File: src/vlpd_pkg.sv
// Shared types and constants of the varint length prefix deframer.
package vlpd_pkg;

    localparam int PREFIX_MAX  = 10;
    localparam int LAST_IDX    = 9;
    localparam int PFX_IDX_W   = $clog2(PREFIX_MAX);
    localparam int QUEUE_DEPTH = 2;
    localparam int QPTR_W      = $clog2(QUEUE_DEPTH);
    localparam int QCNT_W      = $clog2(QUEUE_DEPTH + 1);

    localparam logic [6:0] LOW_MASK = 7'h7f;
    localparam logic [7:0] CONT_BIT = 8'h80;

    localparam logic [1:0] ERR_OVERFLOW  = 2'd0;
    localparam logic [1:0] ERR_NONCANON  = 2'd1;
    localparam logic [1:0] ERR_MAX_FRAME = 2'd2;
    localparam logic [1:0] ERR_BUFFER    = 2'd3;

    localparam logic [7:0] CFG_MAX_FRAME_ENABLE = 8'd0;
    localparam logic [7:0] CFG_MAX_FRAME_LENGTH = 8'd1;
    localparam logic [7:0] CFG_INCLUDE_PREFIX   = 8'd2;
    localparam logic [7:0] CFG_BUFFER_LIMIT     = 8'd3;

    typedef enum logic [1:0] {
        PH_PREFIX,
        PH_PAYLOAD,
        PH_HALT
    } phase_t;

    typedef enum logic [1:0] {
        CMD_BYTE,
        CMD_REPLAY,
        CMD_EMPTY,
        CMD_ERROR
    } cmd_kind_t;

    typedef struct packed {
        cmd_kind_t                      kind;
        logic [7:0]                     data;
        logic                           last;
        logic [1:0]                     code;
        logic [PFX_IDX_W-1:0]           count;
        logic [PREFIX_MAX-1:0][7:0]     prefix;
    } cmd_t;

    typedef struct packed {
        logic        max_frame_enable;
        logic [63:0] max_frame_length;
        logic        emit_prefix;
        logic [63:0] buffer_limit;
    } cfg_t;

endpackage

File: src/varint_length_prefix_deframer.sv
// Top level of the LEB128 length prefix deframer with its configuration registers.
// Each input item is one stream byte. The block reads an unsigned canonical LEB128
// length of up to ten bytes, checks it against the optional maximum frame length and
// the buffer limit, then passes the payload bytes through, flagging the last byte of
// each message. With prefix emission enabled the prefix bytes are replayed ahead of the
// payload; a zero-length message without prefix replay yields one empty-frame item.
// A framing error yields one error item, after which input bytes are taken and dropped
// until reset. Prefix and payload bytes are taken at one item per cycle while the
// two-entry command queue has room; the output register emits one item per cycle while
// m_ready is high, so a replayed prefix holds the back end for one item per byte and
// the input stalls once the queue fills. Configuration writes apply on the next cycle.
module varint_length_prefix_deframer (
    input  logic        aclk,
    input  logic        aresetn,
    input  logic        cfg_wr_en,
    input  logic [7:0]  cfg_index,
    input  logic [63:0] cfg_wr_data,
    input  logic        s_valid,
    output logic        s_ready,
    input  logic [7:0]  s_data_byte,
    output logic        m_valid,
    input  logic        m_ready,
    output logic [7:0]  m_out_byte,
    output logic        m_frame_last,
    output logic        m_empty_frame,
    output logic        m_error_valid,
    output logic [1:0]  m_error_code
);
    import vlpd_pkg::*;

    cfg_t cfg_reg, cfg_next;
    logic q_full;
    logic q_push;
    cmd_t q_cmd;
    logic q_pop;
    cmd_t head_cmd;
    logic q_empty;

    always_comb begin
        cfg_next = cfg_reg;
        if (cfg_wr_en) begin
            case (cfg_index)
                CFG_MAX_FRAME_ENABLE: cfg_next.max_frame_enable = cfg_wr_data[0];
                CFG_MAX_FRAME_LENGTH: cfg_next.max_frame_length = cfg_wr_data;
                CFG_INCLUDE_PREFIX:   cfg_next.emit_prefix      = cfg_wr_data[0];
                CFG_BUFFER_LIMIT:     cfg_next.buffer_limit     = cfg_wr_data;
                default:              cfg_next = cfg_reg;
            endcase
        end
    end

    always_ff @(posedge aclk) begin
        if (!aresetn) begin
            cfg_reg.max_frame_enable <= 1'b0;
            cfg_reg.max_frame_length <= 64'd0;
            cfg_reg.emit_prefix      <= 1'b0;
            cfg_reg.buffer_limit     <= '1;
        end else begin
            cfg_reg <= cfg_next;
        end
    end

    vlpd_front u_front (
        .aclk        (aclk),
        .aresetn     (aresetn),
        .cfg         (cfg_reg),
        .s_valid     (s_valid),
        .s_ready     (s_ready),
        .s_data_byte (s_data_byte),
        .q_full      (q_full),
        .q_push      (q_push),
        .q_cmd       (q_cmd)
    );

    vlpd_queue u_queue (
        .aclk     (aclk),
        .aresetn  (aresetn),
        .push     (q_push),
        .push_cmd (q_cmd),
        .full     (q_full),
        .pop      (q_pop),
        .head_cmd (head_cmd),
        .empty    (q_empty)
    );

    vlpd_back u_back (
        .aclk          (aclk),
        .aresetn       (aresetn),
        .head_cmd      (head_cmd),
        .q_empty       (q_empty),
        .q_pop         (q_pop),
        .m_valid       (m_valid),
        .m_ready       (m_ready),
        .m_out_byte    (m_out_byte),
        .m_frame_last  (m_frame_last),
        .m_empty_frame (m_empty_frame),
        .m_error_valid (m_error_valid),
        .m_error_code  (m_error_code)
    );

endmodule

File: src/vlpd_front.sv
// Front end: accepts stream bytes, parses the length prefix and issues commands.
module vlpd_front (
    input  logic           aclk,
    input  logic           aresetn,
    input  vlpd_pkg::cfg_t cfg,
    input  logic           s_valid,
    output logic           s_ready,
    input  logic [7:0]     s_data_byte,
    input  logic           q_full,
    output logic           q_push,
    output vlpd_pkg::cmd_t q_cmd
);
    import vlpd_pkg::*;

    phase_t                     phase_reg, phase_next;
    logic [63:0]                acc_reg, acc_next;
    logic [PFX_IDX_W-1:0]       count_reg, count_next;
    logic [63:0]                rem_reg, rem_next;
    logic [PREFIX_MAX-1:0][7:0] store_reg, store_new;
    logic                       store_we;

    logic                       accept;
    logic [PFX_IDX_W-1:0]       idx;
    logic [PFX_IDX_W-1:0]       n;
    logic [6:0]                 low;
    logic                       cont;
    logic [6:0]                 shamt;
    logic [63:0]                acc_new;
    logic                       overflow;
    logic                       noncanon;
    logic                       err_max;
    logic                       err_buf;
    logic                       plen_zero;
    logic                       rem_one;

    assign accept    = s_valid && s_ready;
    assign low       = s_data_byte[6:0] & LOW_MASK;
    assign cont      = (s_data_byte & CONT_BIT) != 8'd0;
    assign idx       = (count_reg >= PFX_IDX_W'(LAST_IDX)) ? PFX_IDX_W'(LAST_IDX) : count_reg;
    assign n         = idx + PFX_IDX_W'(1);
    assign shamt     = 7'(idx) * 7'd7;
    assign acc_new   = acc_reg | ({57'd0, low} << shamt);
    assign overflow  = (idx == PFX_IDX_W'(LAST_IDX)) && ((low > 7'd1) || cont);
    assign noncanon  = !cont && (idx != '0) && (low == 7'd0);
    assign err_max   = cfg.max_frame_enable && (acc_new > cfg.max_frame_length);
    // The second term is only meaningful when the length fits the limit.
    assign err_buf   = (acc_new > cfg.buffer_limit) ||
                       ({{(64-PFX_IDX_W){1'b0}}, n} > (cfg.buffer_limit - acc_new));
    assign plen_zero = (acc_new == 64'd0);
    assign rem_one   = (rem_reg == 64'd1);

    always_comb begin
        store_new      = store_reg;
        store_new[idx] = s_data_byte;
    end

    always_comb begin
        phase_next = phase_reg;
        case (phase_reg)
            PH_PREFIX: begin
                if (accept) begin
                    if (overflow) begin
                        phase_next = PH_HALT;
                    end else if (!cont) begin
                        if (noncanon || err_max || err_buf) begin
                            phase_next = PH_HALT;
                        end else if (!plen_zero) begin
                            phase_next = PH_PAYLOAD;
                        end
                    end
                end
            end
            PH_PAYLOAD: begin
                if (accept && rem_one) begin
                    phase_next = PH_PREFIX;
                end
            end
            PH_HALT: phase_next = PH_HALT;
            default: phase_next = PH_PREFIX;
        endcase
    end

    always_comb begin
        s_ready    = !q_full;
        q_push     = 1'b0;
        q_cmd      = '0;
        q_cmd.kind = CMD_BYTE;
        q_cmd.prefix = store_new;
        acc_next   = acc_reg;
        count_next = count_reg;
        rem_next   = rem_reg;
        store_we   = 1'b0;
        case (phase_reg)
            PH_PREFIX: begin
                if (accept) begin
                    store_we = !overflow;
                    acc_next = acc_new;
                    if (overflow) begin
                        q_push     = 1'b1;
                        q_cmd.kind = CMD_ERROR;
                        q_cmd.code = ERR_OVERFLOW;
                    end else if (cont) begin
                        count_next = n;
                    end else if (noncanon) begin
                        q_push     = 1'b1;
                        q_cmd.kind = CMD_ERROR;
                        q_cmd.code = ERR_NONCANON;
                    end else if (err_max) begin
                        q_push     = 1'b1;
                        q_cmd.kind = CMD_ERROR;
                        q_cmd.code = ERR_MAX_FRAME;
                    end else if (err_buf) begin
                        q_push     = 1'b1;
                        q_cmd.kind = CMD_ERROR;
                        q_cmd.code = ERR_BUFFER;
                    end else begin
                        acc_next   = 64'd0;
                        count_next = '0;
                        rem_next   = acc_new;
                        if (cfg.emit_prefix) begin
                            q_push      = 1'b1;
                            q_cmd.kind  = CMD_REPLAY;
                            q_cmd.count = n;
                            q_cmd.last  = plen_zero;
                        end else if (plen_zero) begin
                            q_push     = 1'b1;
                            q_cmd.kind = CMD_EMPTY;
                            q_cmd.last = 1'b1;
                        end
                    end
                end
            end
            PH_PAYLOAD: begin
                if (accept) begin
                    q_push     = 1'b1;
                    q_cmd.kind = CMD_BYTE;
                    q_cmd.data = s_data_byte;
                    q_cmd.last = rem_one;
                    rem_next   = rem_reg - 64'd1;
                end
            end
            PH_HALT: begin
                // Bytes after an error are taken and dropped.
                s_ready = 1'b1;
            end
            default: begin
                s_ready = 1'b0;
            end
        endcase
    end

    always_ff @(posedge aclk) begin
        if (!aresetn) begin
            phase_reg <= PH_PREFIX;
            acc_reg   <= 64'd0;
            count_reg <= '0;
            rem_reg   <= 64'd0;
        end else begin
            phase_reg <= phase_next;
            acc_reg   <= acc_next;
            count_reg <= count_next;
            rem_reg   <= rem_next;
        end
    end

    always_ff @(posedge aclk) begin
        if (store_we) begin
            store_reg <= store_new;
        end
    end

endmodule

File: src/vlpd_queue.sv
// Short command queue between the front end and the back end.
module vlpd_queue (
    input  logic           aclk,
    input  logic           aresetn,
    input  logic           push,
    input  vlpd_pkg::cmd_t push_cmd,
    output logic           full,
    input  logic           pop,
    output vlpd_pkg::cmd_t head_cmd,
    output logic           empty
);
    import vlpd_pkg::*;

    cmd_t                entries_reg [QUEUE_DEPTH];
    logic [QPTR_W-1:0]   wr_ptr_reg, wr_ptr_next;
    logic [QPTR_W-1:0]   rd_ptr_reg, rd_ptr_next;
    logic [QCNT_W-1:0]   count_reg, count_next;
    logic                do_push;
    logic                do_pop;

    assign full     = (count_reg == QCNT_W'(QUEUE_DEPTH));
    assign empty    = (count_reg == '0);
    assign do_push  = push && !full;
    assign do_pop   = pop && !empty;
    assign head_cmd = entries_reg[rd_ptr_reg];

    always_comb begin
        wr_ptr_next = wr_ptr_reg;
        rd_ptr_next = rd_ptr_reg;
        count_next  = count_reg;
        if (do_push) begin
            wr_ptr_next = (wr_ptr_reg == QPTR_W'(QUEUE_DEPTH - 1)) ? '0
                                                                   : wr_ptr_reg + QPTR_W'(1);
        end
        if (do_pop) begin
            rd_ptr_next = (rd_ptr_reg == QPTR_W'(QUEUE_DEPTH - 1)) ? '0
                                                                   : rd_ptr_reg + QPTR_W'(1);
        end
        if (do_push && !do_pop) begin
            count_next = count_reg + QCNT_W'(1);
        end else if (do_pop && !do_push) begin
            count_next = count_reg - QCNT_W'(1);
        end
    end

    always_ff @(posedge aclk) begin
        if (!aresetn) begin
            wr_ptr_reg <= '0;
            rd_ptr_reg <= '0;
            count_reg  <= '0;
        end else begin
            wr_ptr_reg <= wr_ptr_next;
            rd_ptr_reg <= rd_ptr_next;
            count_reg  <= count_next;
        end
    end

    always_ff @(posedge aclk) begin
        if (do_push) begin
            entries_reg[wr_ptr_reg] <= push_cmd;
        end
    end

endmodule

File: src/vlpd_back.sv
// Back end: carries out queued commands into the registered result channel.
module vlpd_back (
    input  logic           aclk,
    input  logic           aresetn,
    input  vlpd_pkg::cmd_t head_cmd,
    input  logic           q_empty,
    output logic           q_pop,
    output logic           m_valid,
    input  logic           m_ready,
    output logic [7:0]     m_out_byte,
    output logic           m_frame_last,
    output logic           m_empty_frame,
    output logic           m_error_valid,
    output logic [1:0]     m_error_code
);
    import vlpd_pkg::*;

    logic                 valid_reg, valid_next;
    logic [7:0]           byte_reg, byte_next;
    logic                 last_reg, last_next;
    logic                 empty_reg, empty_next;
    logic                 err_reg, err_next;
    logic [1:0]           code_reg, code_next;
    logic [PFX_IDX_W-1:0] rep_idx_reg, rep_idx_next;
    logic                 out_load;
    logic                 rep_final;

    assign out_load  = !valid_reg || m_ready;
    assign rep_final = (rep_idx_reg == head_cmd.count - PFX_IDX_W'(1));

    always_comb begin
        valid_next   = valid_reg;
        byte_next    = byte_reg;
        last_next    = last_reg;
        empty_next   = empty_reg;
        err_next     = err_reg;
        code_next    = code_reg;
        rep_idx_next = rep_idx_reg;
        q_pop        = 1'b0;
        if (out_load) begin
            valid_next = !q_empty;
            byte_next  = 8'd0;
            last_next  = 1'b0;
            empty_next = 1'b0;
            err_next   = 1'b0;
            code_next  = 2'd0;
            if (!q_empty) begin
                case (head_cmd.kind)
                    CMD_BYTE: begin
                        byte_next = head_cmd.data;
                        last_next = head_cmd.last;
                        q_pop     = 1'b1;
                    end
                    CMD_REPLAY: begin
                        byte_next = head_cmd.prefix[rep_idx_reg];
                        last_next = head_cmd.last && rep_final;
                        if (rep_final) begin
                            q_pop        = 1'b1;
                            rep_idx_next = '0;
                        end else begin
                            rep_idx_next = rep_idx_reg + PFX_IDX_W'(1);
                        end
                    end
                    CMD_EMPTY: begin
                        last_next  = 1'b1;
                        empty_next = 1'b1;
                        q_pop      = 1'b1;
                    end
                    CMD_ERROR: begin
                        err_next  = 1'b1;
                        code_next = head_cmd.code;
                        q_pop     = 1'b1;
                    end
                    default: begin
                        q_pop = 1'b1;
                    end
                endcase
            end
        end
    end

    always_ff @(posedge aclk) begin
        if (!aresetn) begin
            valid_reg   <= 1'b0;
            rep_idx_reg <= '0;
        end else begin
            valid_reg   <= valid_next;
            rep_idx_reg <= rep_idx_next;
        end
    end

    always_ff @(posedge aclk) begin
        byte_reg  <= byte_next;
        last_reg  <= last_next;
        empty_reg <= empty_next;
        err_reg   <= err_next;
        code_reg  <= code_next;
    end

    assign m_valid       = valid_reg;
    assign m_out_byte    = byte_reg;
    assign m_frame_last  = last_reg;
    assign m_empty_frame = empty_reg;
    assign m_error_valid = err_reg;
    assign m_error_code  = code_reg;

endmodule
File: config.mk
export PLATFORM = sky130hd
export DESIGN_NAME = varint_length_prefix_deframer
export DESIGN_NICKNAME = d
export VERILOG_FILES = /design/src/vlpd_pkg.sv /design/src/varint_length_prefix_deframer.sv /design/src/vlpd_front.sv /design/src/vlpd_queue.sv /design/src/vlpd_back.sv
export SDC_FILE = /design/constraint.sdc
export NUM_CORES = 1
export LEC_CHECK = 0
export BUFFER_PORTS_ARGS = -buffer_cell sky130_fd_sc_hd__buf_2
export CAP_MARGIN = 20
export CORE_ASPECT_RATIO = 1.1
export CORE_UTILIZATION = 40
export CTS_BUF_LIST = sky130_fd_sc_hd__clkbuf_4
export CTS_CLUSTER_SIZE = 8
export DETAILED_ROUTE_END_ITERATION = 10
export MAX_ROUTING_LAYER = met4
export PLACE_DENSITY = 0.55
export RECOVER_POWER = 100
export SLEW_MARGIN = 20
export SYNTH_ARGS = -nofsm -noshare
export SYNTH_HDL_FRONTEND = slang
export SYNTH_SLANG_ARGS = --single-unit
File: constraint.sdc
create_clock -name aclk -period 14.1 [get_ports aclk]
set_clock_uncertainty 0.2 [all_clocks]
set_input_delay 0.705 -clock aclk [delete_from_list [all_inputs] [get_ports aclk]]
set_output_delay 0.705 -clock aclk [all_outputs]
set_load 0.02 [all_outputs]
* Word-level counts from Yosys, hierarchy flattened
Memories as Yosys holds them, arrays and structs flattened. A register that Yosys moved wholly into a read port is not among the register bits.
Cells that the tools add are included.
** Word-level totals
- Register bits :: 366
- Bits in writable memories :: 194
- Input bits :: 85
- Memories :: 1
- Output and inout bits :: 15
** Memory list
- u_queue.entries_reg :: words 2, width 97, read ports 1, clocked after memory_dff 1, write ports 1, line vlpd_queue.sv:14 : cmd_t entries_reg [QUEUE_DEPTH];
** Operators by class
- Add/sub/neg operators :: 9
- Multipliers :: 1
- Shift operators :: 1
- Eq/ne operators :: 25
- Reductions and logical operators :: 45
- Order comparisons :: 8
- Multiplexer cells :: 89
- Bitwise gates (word level) :: 4
** Operators by type and width (count)
- 64-bit two-way mux :: 12
- 64-bit > comparator :: 2
- 64-bit one-hot mux with 2 select lines :: 1
- 80-bit bitwise mux :: 1
- 64-bit by 1-bit equality test with 1-bit output (second input constant) :: 1
- 4-bit by 64-bit > comparator with 1-bit output :: 1
- 64-bit zero test :: 1
- 64-bit bitwise OR :: 1
- 7-bit by 7-bit << shifter with 64-bit output :: 1
- 64-bit by 1-bit subtractor with 64-bit output (second input constant) :: 1
- 64-bit subtractor :: 1
- 4-bit two-way mux :: 11
- 2-bit two-way mux :: 20
- 8-bit binary-select mux with 4-bit select :: 1
- 8-bit demux with 4-bit select :: 1
- 1-bit two-way mux :: 27
- 8-bit two-way mux :: 3
- 8-bit by 2-bit equality test with 1-bit output (second input constant) :: 2
- 2-bit inequality test (second input constant) :: 8
- 8-bit one-hot mux with 2 select lines :: 1
- 7-bit two-way mux :: 2
- 1-bit logical AND :: 12
- 4-bit by 5-bit < comparator with 1-bit output (second input constant) :: 2
- 2-bit AND reduction :: 5
- 37 further kinds :: 64

* Longest topological paths before layout
- Depth after elaboration :: 20
- Mapped depth :: 24

* By module
A second synthesis with hierarchy kept.
** Second synthesis, totals
- Cell total of the unflattened synthesis :: 3445
- Area, all modules :: 33066.7 um^2
** By module, submodules not included
- vlpd_front :: cells each 2403, times used 1, area each 18542.8 um^2, seq. area each 5084.9 um^2
- vlpd_queue :: cells each 327, times used 1, area each 7350.8 um^2, seq. area each 5925.7 um^2
- varint_length_prefix_deframer :: cells each 569, times used 1, area each 5616.6 um^2, seq. area each 2602.5 um^2
- vlpd_back :: cells each 146, times used 1, area each 1556.5 um^2, seq. area each 490.5 um^2

* Worst setup path before layout
Ideal clock, no wire load.
- Path kind :: flip-flop to flip-flop
- Start :: reg u_front.count_reg[0]
- End :: mem u_queue.entries_reg[0][0] (netlist name) (enable)
- Slack :: 4071 ps
- Arrival time :: 9264 ps
- Library setup time :: 565 ps
- Stages on the path, launching flop included :: 19
- Path buffers :: 3
- Clock period less this slack :: 10029 ps
- Cell sequence :: dfxtp_1 -> clkbuf_1 -> nor4_1 -> clkbuf_1 -> a21oi_1 -> ha_1 -> a211oi_2 -> nand2_1 -> o21ai_1 -> xnor2_1 -> nor4_1 -> or4_1 -> a2111oi_1 -> nand4_1 -> nand4b_1 -> or4_1 -> buf_2 -> a21oi_1 -> nor2b_1
** On the way
- Word-level cells in the longest chain between the ends :: 18
** Ends and longest elaborated chain
- start: declaration :: line vlpd_front.sv:17 : logic [PFX_IDX_W-1:0] count_reg, count_next;
- start signal: assignment :: line vlpd_front.sv:161 : count_reg <= count_next;
- 4-bit >= comparator :: line vlpd_front.sv:39 : assign idx = (count_reg >= PFX_IDX_W'(LAST_IDX)) ? PFX_IDX_W'(LAST_IDX) : count_reg;
- 4-bit two-way mux (*) :: line vlpd_front.sv:39
- 4-bit by 3-bit multiplier with 7-bit output :: line vlpd_front.sv:41 : assign shamt = 7'(idx) * 7'd7;
- 7-bit by 7-bit << shifter with 64-bit output :: line vlpd_front.sv:42 : assign acc_new = acc_reg | ({57'd0, low} << shamt);
- 64-bit bitwise OR :: line vlpd_front.sv:42
- 64-bit subtractor or 64-bit zero test (tied branches) :: line vlpd_front.sv:48, vlpd_front.sv:49
- 4-bit by 64-bit > comparator with 1-bit output or 1-bit two-way mux (tied branches) :: line vlpd_front.sv:48, vlpd_front.sv:125
- 1-bit logical OR or 1-bit two-way mux (tied branches) :: line vlpd_front.sv:47, vlpd_front.sv:120
- (+3 left out)
- 1-bit two-way mux :: line vlpd_front.sv:102 : end else if (cont) begin
- 1-bit two-way mux (*) :: line vlpd_front.sv:98 : if (overflow) begin
- 1-bit two-way mux (*) :: line vlpd_front.sv:95 : if (accept) begin
- 1-bit one-hot mux with 2 select lines (*) :: line vlpd_front.sv:93 : case (phase_reg)
- 1-bit logical AND (*) :: line vlpd_queue.sv:23 : assign do_push = push && !full;
- net u_queue.do_push :: line vlpd_queue.sv:18 : logic do_push;
- 1-bit two-way mux (*) :: line vlpd_queue.sv:59 : if (do_push) begin
- 1-bit two-way mux (implied by the code) (*) :: line vlpd_queue.sv:60 : entries_reg[wr_ptr_reg] <= push_cmd;
- end: declaration :: line vlpd_queue.sv:14
Mark *: on every way through the listed nets, which the timed path passes. The rest lies on a longest branch.

* Worst setup path after layout
- Start :: reg u_front.count_reg[0]
- End :: reg u_front.acc_reg[45]
** On the way
- Word-level cells in the longest chain between the ends :: 13
** Ends and longest elaborated chain
- 4-bit >= comparator :: line vlpd_front.sv:39
- 4-bit two-way mux (*) :: line vlpd_front.sv:39
- 4-bit by 3-bit multiplier with 7-bit output :: line vlpd_front.sv:41
- 7-bit by 7-bit << shifter with 64-bit output :: line vlpd_front.sv:42
- 64-bit bitwise OR :: line vlpd_front.sv:42
- 64-bit subtractor :: line vlpd_front.sv:48 : ({{(64-PFX_IDX_W){1'b0}}, n} > (cfg.buffer_limit - acc_new));
- 4-bit by 64-bit > comparator with 1-bit output :: line vlpd_front.sv:48
- 1-bit logical OR :: line vlpd_front.sv:47 : assign err_buf = (acc_new > cfg.buffer_limit) ||
- 64-bit two-way mux :: line vlpd_front.sv:112 : end else if (err_buf) begin
- 64-bit two-way mux :: line vlpd_front.sv:108 : end else if (err_max) begin
- 64-bit two-way mux :: line vlpd_front.sv:104 : end else if (noncanon) begin
- 64-bit two-way mux :: line vlpd_front.sv:102
- 64-bit two-way mux (*) :: line vlpd_front.sv:98
- end signal: assignment :: line vlpd_front.sv:160 : acc_reg <= acc_next;
- end: declaration :: line vlpd_front.sv:16 : logic [63:0] acc_reg, acc_next;
Every way passes the cells marked *; elsewhere a longest branch is shown, timed or not.
A chain may end at the register's enable or synchronous reset.

==> reports/results.txt <==
max FFs per register - 194
max-cap violations - 12
# DRC - 0
Seq/Total Area, Yosys - 46.4%
clock insertion delay at the later pin of the skew report - 1.03 ns
clock tree buffer depth - 3
mux contribution to synthesized area - 8.67%
Filler cells - 7278
Final min period - 10.71 ns
required time worst endpoint - 14.74 ns
Post-Syn Area - 30400 um^2
drt pass-1 iters - 5
RSZ-0062 raised after global routing - false
Final Hold Viols - 0
Max VDD drop - 0.0765 mV
clock power share - 30.5%
most common cell after layout, fill and taps aside - nand2_1
library cells used by synthesis - 97
pwr dens - 139 nW/um^2
Static Leak - 13.2 nW
crit path max fanout - 65
Die Span Y - 291 um
CTS H-tree lvls - 4
Die X - 265 um
setup total negative slack - 0 ns
simple-gate share of the synthesized area - 18.7%
post-synthesis adder-cell area fraction - 5.83%
Reg power frac - 41.7%
startpoint types - flop
worst path arrival time - 11.35 ns
initial antenna violation count - 9
die area - 77100 um^2
ys async rst share - 0%
first-pass GRT wire length - 167 mm
core area - 74900 um^2
ys flop type - edfxtp_1
Iter 0 DRT Violations - 2288
wire per inst - 25.1 um
number of synthesized flops with an enable pin - 287
Yosys reg bits - 561
antenna viol nets, final - 0
clock-pin slew on the worst setup and hold paths - 0.07 ns
Worst Tran Pin Value - 4.36 ns
Initial Util - 40.6%
row cnt - 105
Routability Congestion - 0.987
Max Freq - 0.0933 GHz
CTS tree - built
Slew Limit Fails - 504
Overflow after GRT - 0
WL final - 114 mm
Crit Path Class - reg2reg
Syn Area/Cell - 9.41 um^2
post-route cell area - 34500 um^2
violated checks - capacitance limit, slew limit
Synth Area in Compound Gates - 14.7%
Mapped Nets - 3458
final cycle utilization of the critical path - 76.0%
synth warn - 0
share of power burned in combinational logic - 27.8%
Area Overhead vs Synth - 13.6%
IO Pins - 100
Synth Area in XOR/XNOR - 1.07%
Area after DPL - 32000 um^2
Final setup viols - 0
post-CTS sizing - 0
CTS Buf Count - 151
Setup crit end kind - flop
Internal Power - 0.00310 W
switch share - 35.1%
input/output buffers - 99
largest family of logic cells by synthesized area - simple AND/OR/NAND/NOR gates
P_sw - 0.00168 W
Syn Inst Count - 3232
CTS Root Cell - clkbuf_4
Total GRT Usage - 30.0%
layout cells sized above 1 - 13.4%
most frequent cells in the layout - 472 x nand2_1, 305 x a21oi_1, 287 x edfxtp_1, 273 x dfxtp_1, 241 x nor2_1
Slew headroom - -191%
largest net degree at the start of global routing - 76
vias post-DR - 26800
HPWL after DPL - 81.7 mm
Hold WC Path Type - in2reg
Clock Sinks - 561
via/cell ratio - 5.90
number of global-route vias before repair - 26000
final-stage net count - 3682
status - finished with violations
==> area by class of cell <==
type	instances	area, um^2	share of cell area (%)
diodes	12	30.0	0.0870
clock inverters	35	273	0.790
flip-flops and latches	561	14100	40.9
clock buffers	220	1650	4.78
inverters	168	632	1.83
well taps	963	1200	3.49
repair buffers	248	1720	4.98
multi-input cells	2326	14900	43.2
==> per-layer routing <==
metal	wire length, um	up-vias	track usage, %
met4	4580	0	12.9
li1	-	12300	-
met3	6760	220	4.75
met1	47100	13200	36.4
met5	0	-	-
met2	55400	1058	49.3
==> cells in the mapped netlist, types with 8 or more instances <==
cell	n	area, um^2
o21ai_1	48	240
a21o_1	34	255
nor3_1	118	591
or2_2	14	87.6
mux2i_1	71	711
mux2_2	75	845
clkbuf_1	131	492
o311ai_0	10	87.6
buf_2	26	130
nor4_1	40	250
dfxtp_1	274	5490
or3_1	27	169
o211ai_1	28	210
nand2b_1	25	156
nand4_1	63	394
o21a_1	26	195
o31ai_1	12	90.1
xnor2_1	21	184
or4_1	11	82.6
nor2_1	245	920
o21ai_0	106	531
a31oi_1	18	113
buf_1	8	30.0
and3_1	22	138
a22oi_1	13	97.6
mux4_2	48	1080
edfxtp_1	287	8620
buf_6	9	101
xor2_1	16	140
o22ai_1	21	131
nand3_1	120	601
ha_1	140	1750
a211oi_1	12	90.1
a21oi_1	305	1530
inv_1	168	631
nand2_1	473	1780
nor2b_1	19	119
and2_1	16	100
==> per-stage QoR <==
stage,setup WS (ns),total power (W),utilization [%],hold slack [ns],cells
2_1_floorplan,4.07,0.00292,-,0.236,3232
5_1_grt,2.73,0.00503,46.1,0.0972,4532
6_report,3.39,0.00478,46.1,0.157,4533
4_1_cts,5.38,0.00484,46.3,0.0492,4521
3_5_place_dp,5.39,0.00335,42.7,0.248,4191
3_3_place_gp,5.46,0.00333,42.7,0.244,4191
==> power groups by stage <==
stage	Clock [W]	Combinational (W)	Sequential (W)
5_1_grt	0.00158	0.00144	0.00201
4_1_cts	0.00150	0.00134	0.00199
3_5_place_dp	0	0.00132	0.00202
2_1_floorplan	0	0.000904	0.00201
6_report	0.00146	0.00133	0.00199
3_3_place_gp	0	0.00131	0.00202
==> timing repair <==
item / CTS / global route
hold endpoints to repair: 135 / 0
endpoints found under the setup margin: 0 / 0
hold buffers: 75 / 0
buffers inserted: 0 / 0
==> critical path, stage by stage (launching register included) <==
cell and delay [ns]:
dfxtp_1 0.42, o31ai_1 0.27, clkbuf_1 0.57, nand2b_1 0.37
nor2_1 0.18, clkbuf_1 0.86, a21oi_1 0.47, ha_1 0.54
a2111o_1 0.45, o22ai_1 0.64, o221ai_1 0.30, nor4_1 0.22
nand4_1 0.14, a2111oi_0 0.64, nand4_1 0.22, nand4b_1 0.24
or4_1 0.66, and2_0 0.72, nand2b_1 1.76, nor3_1 0.64
==> worst paths after layout <==
| kind | start | end | slack (ns) | depth (start not counted) |
|---|---|---|---|---|
| setup reg to reg | u_front.count_reg[0] | u_front.acc_reg[45] | 3.39 | 19 |
| setup / recovery | u_front.count_reg[0] | u_front.acc_reg[45] | 3.39 | 19 |
| hold reg to reg | cfg_reg[112] | cfg_reg[112] | 0.25 | 2 |
| hold / removal | s_data_byte[7] | u_front.count_reg[1] | 0.16 | 3 |
==> logic make-up after synthesis <==
logic type / after synthesis
and+or+nand+nor: 1228
AOI/OAI and AO/OA: 726
DFF: 561
buffers and inverters: 345
muxes: 194
adders and majority gates: 141
xor gates and xnor gates: 37
Note: power is estimated with default switching activity, not from simulation.
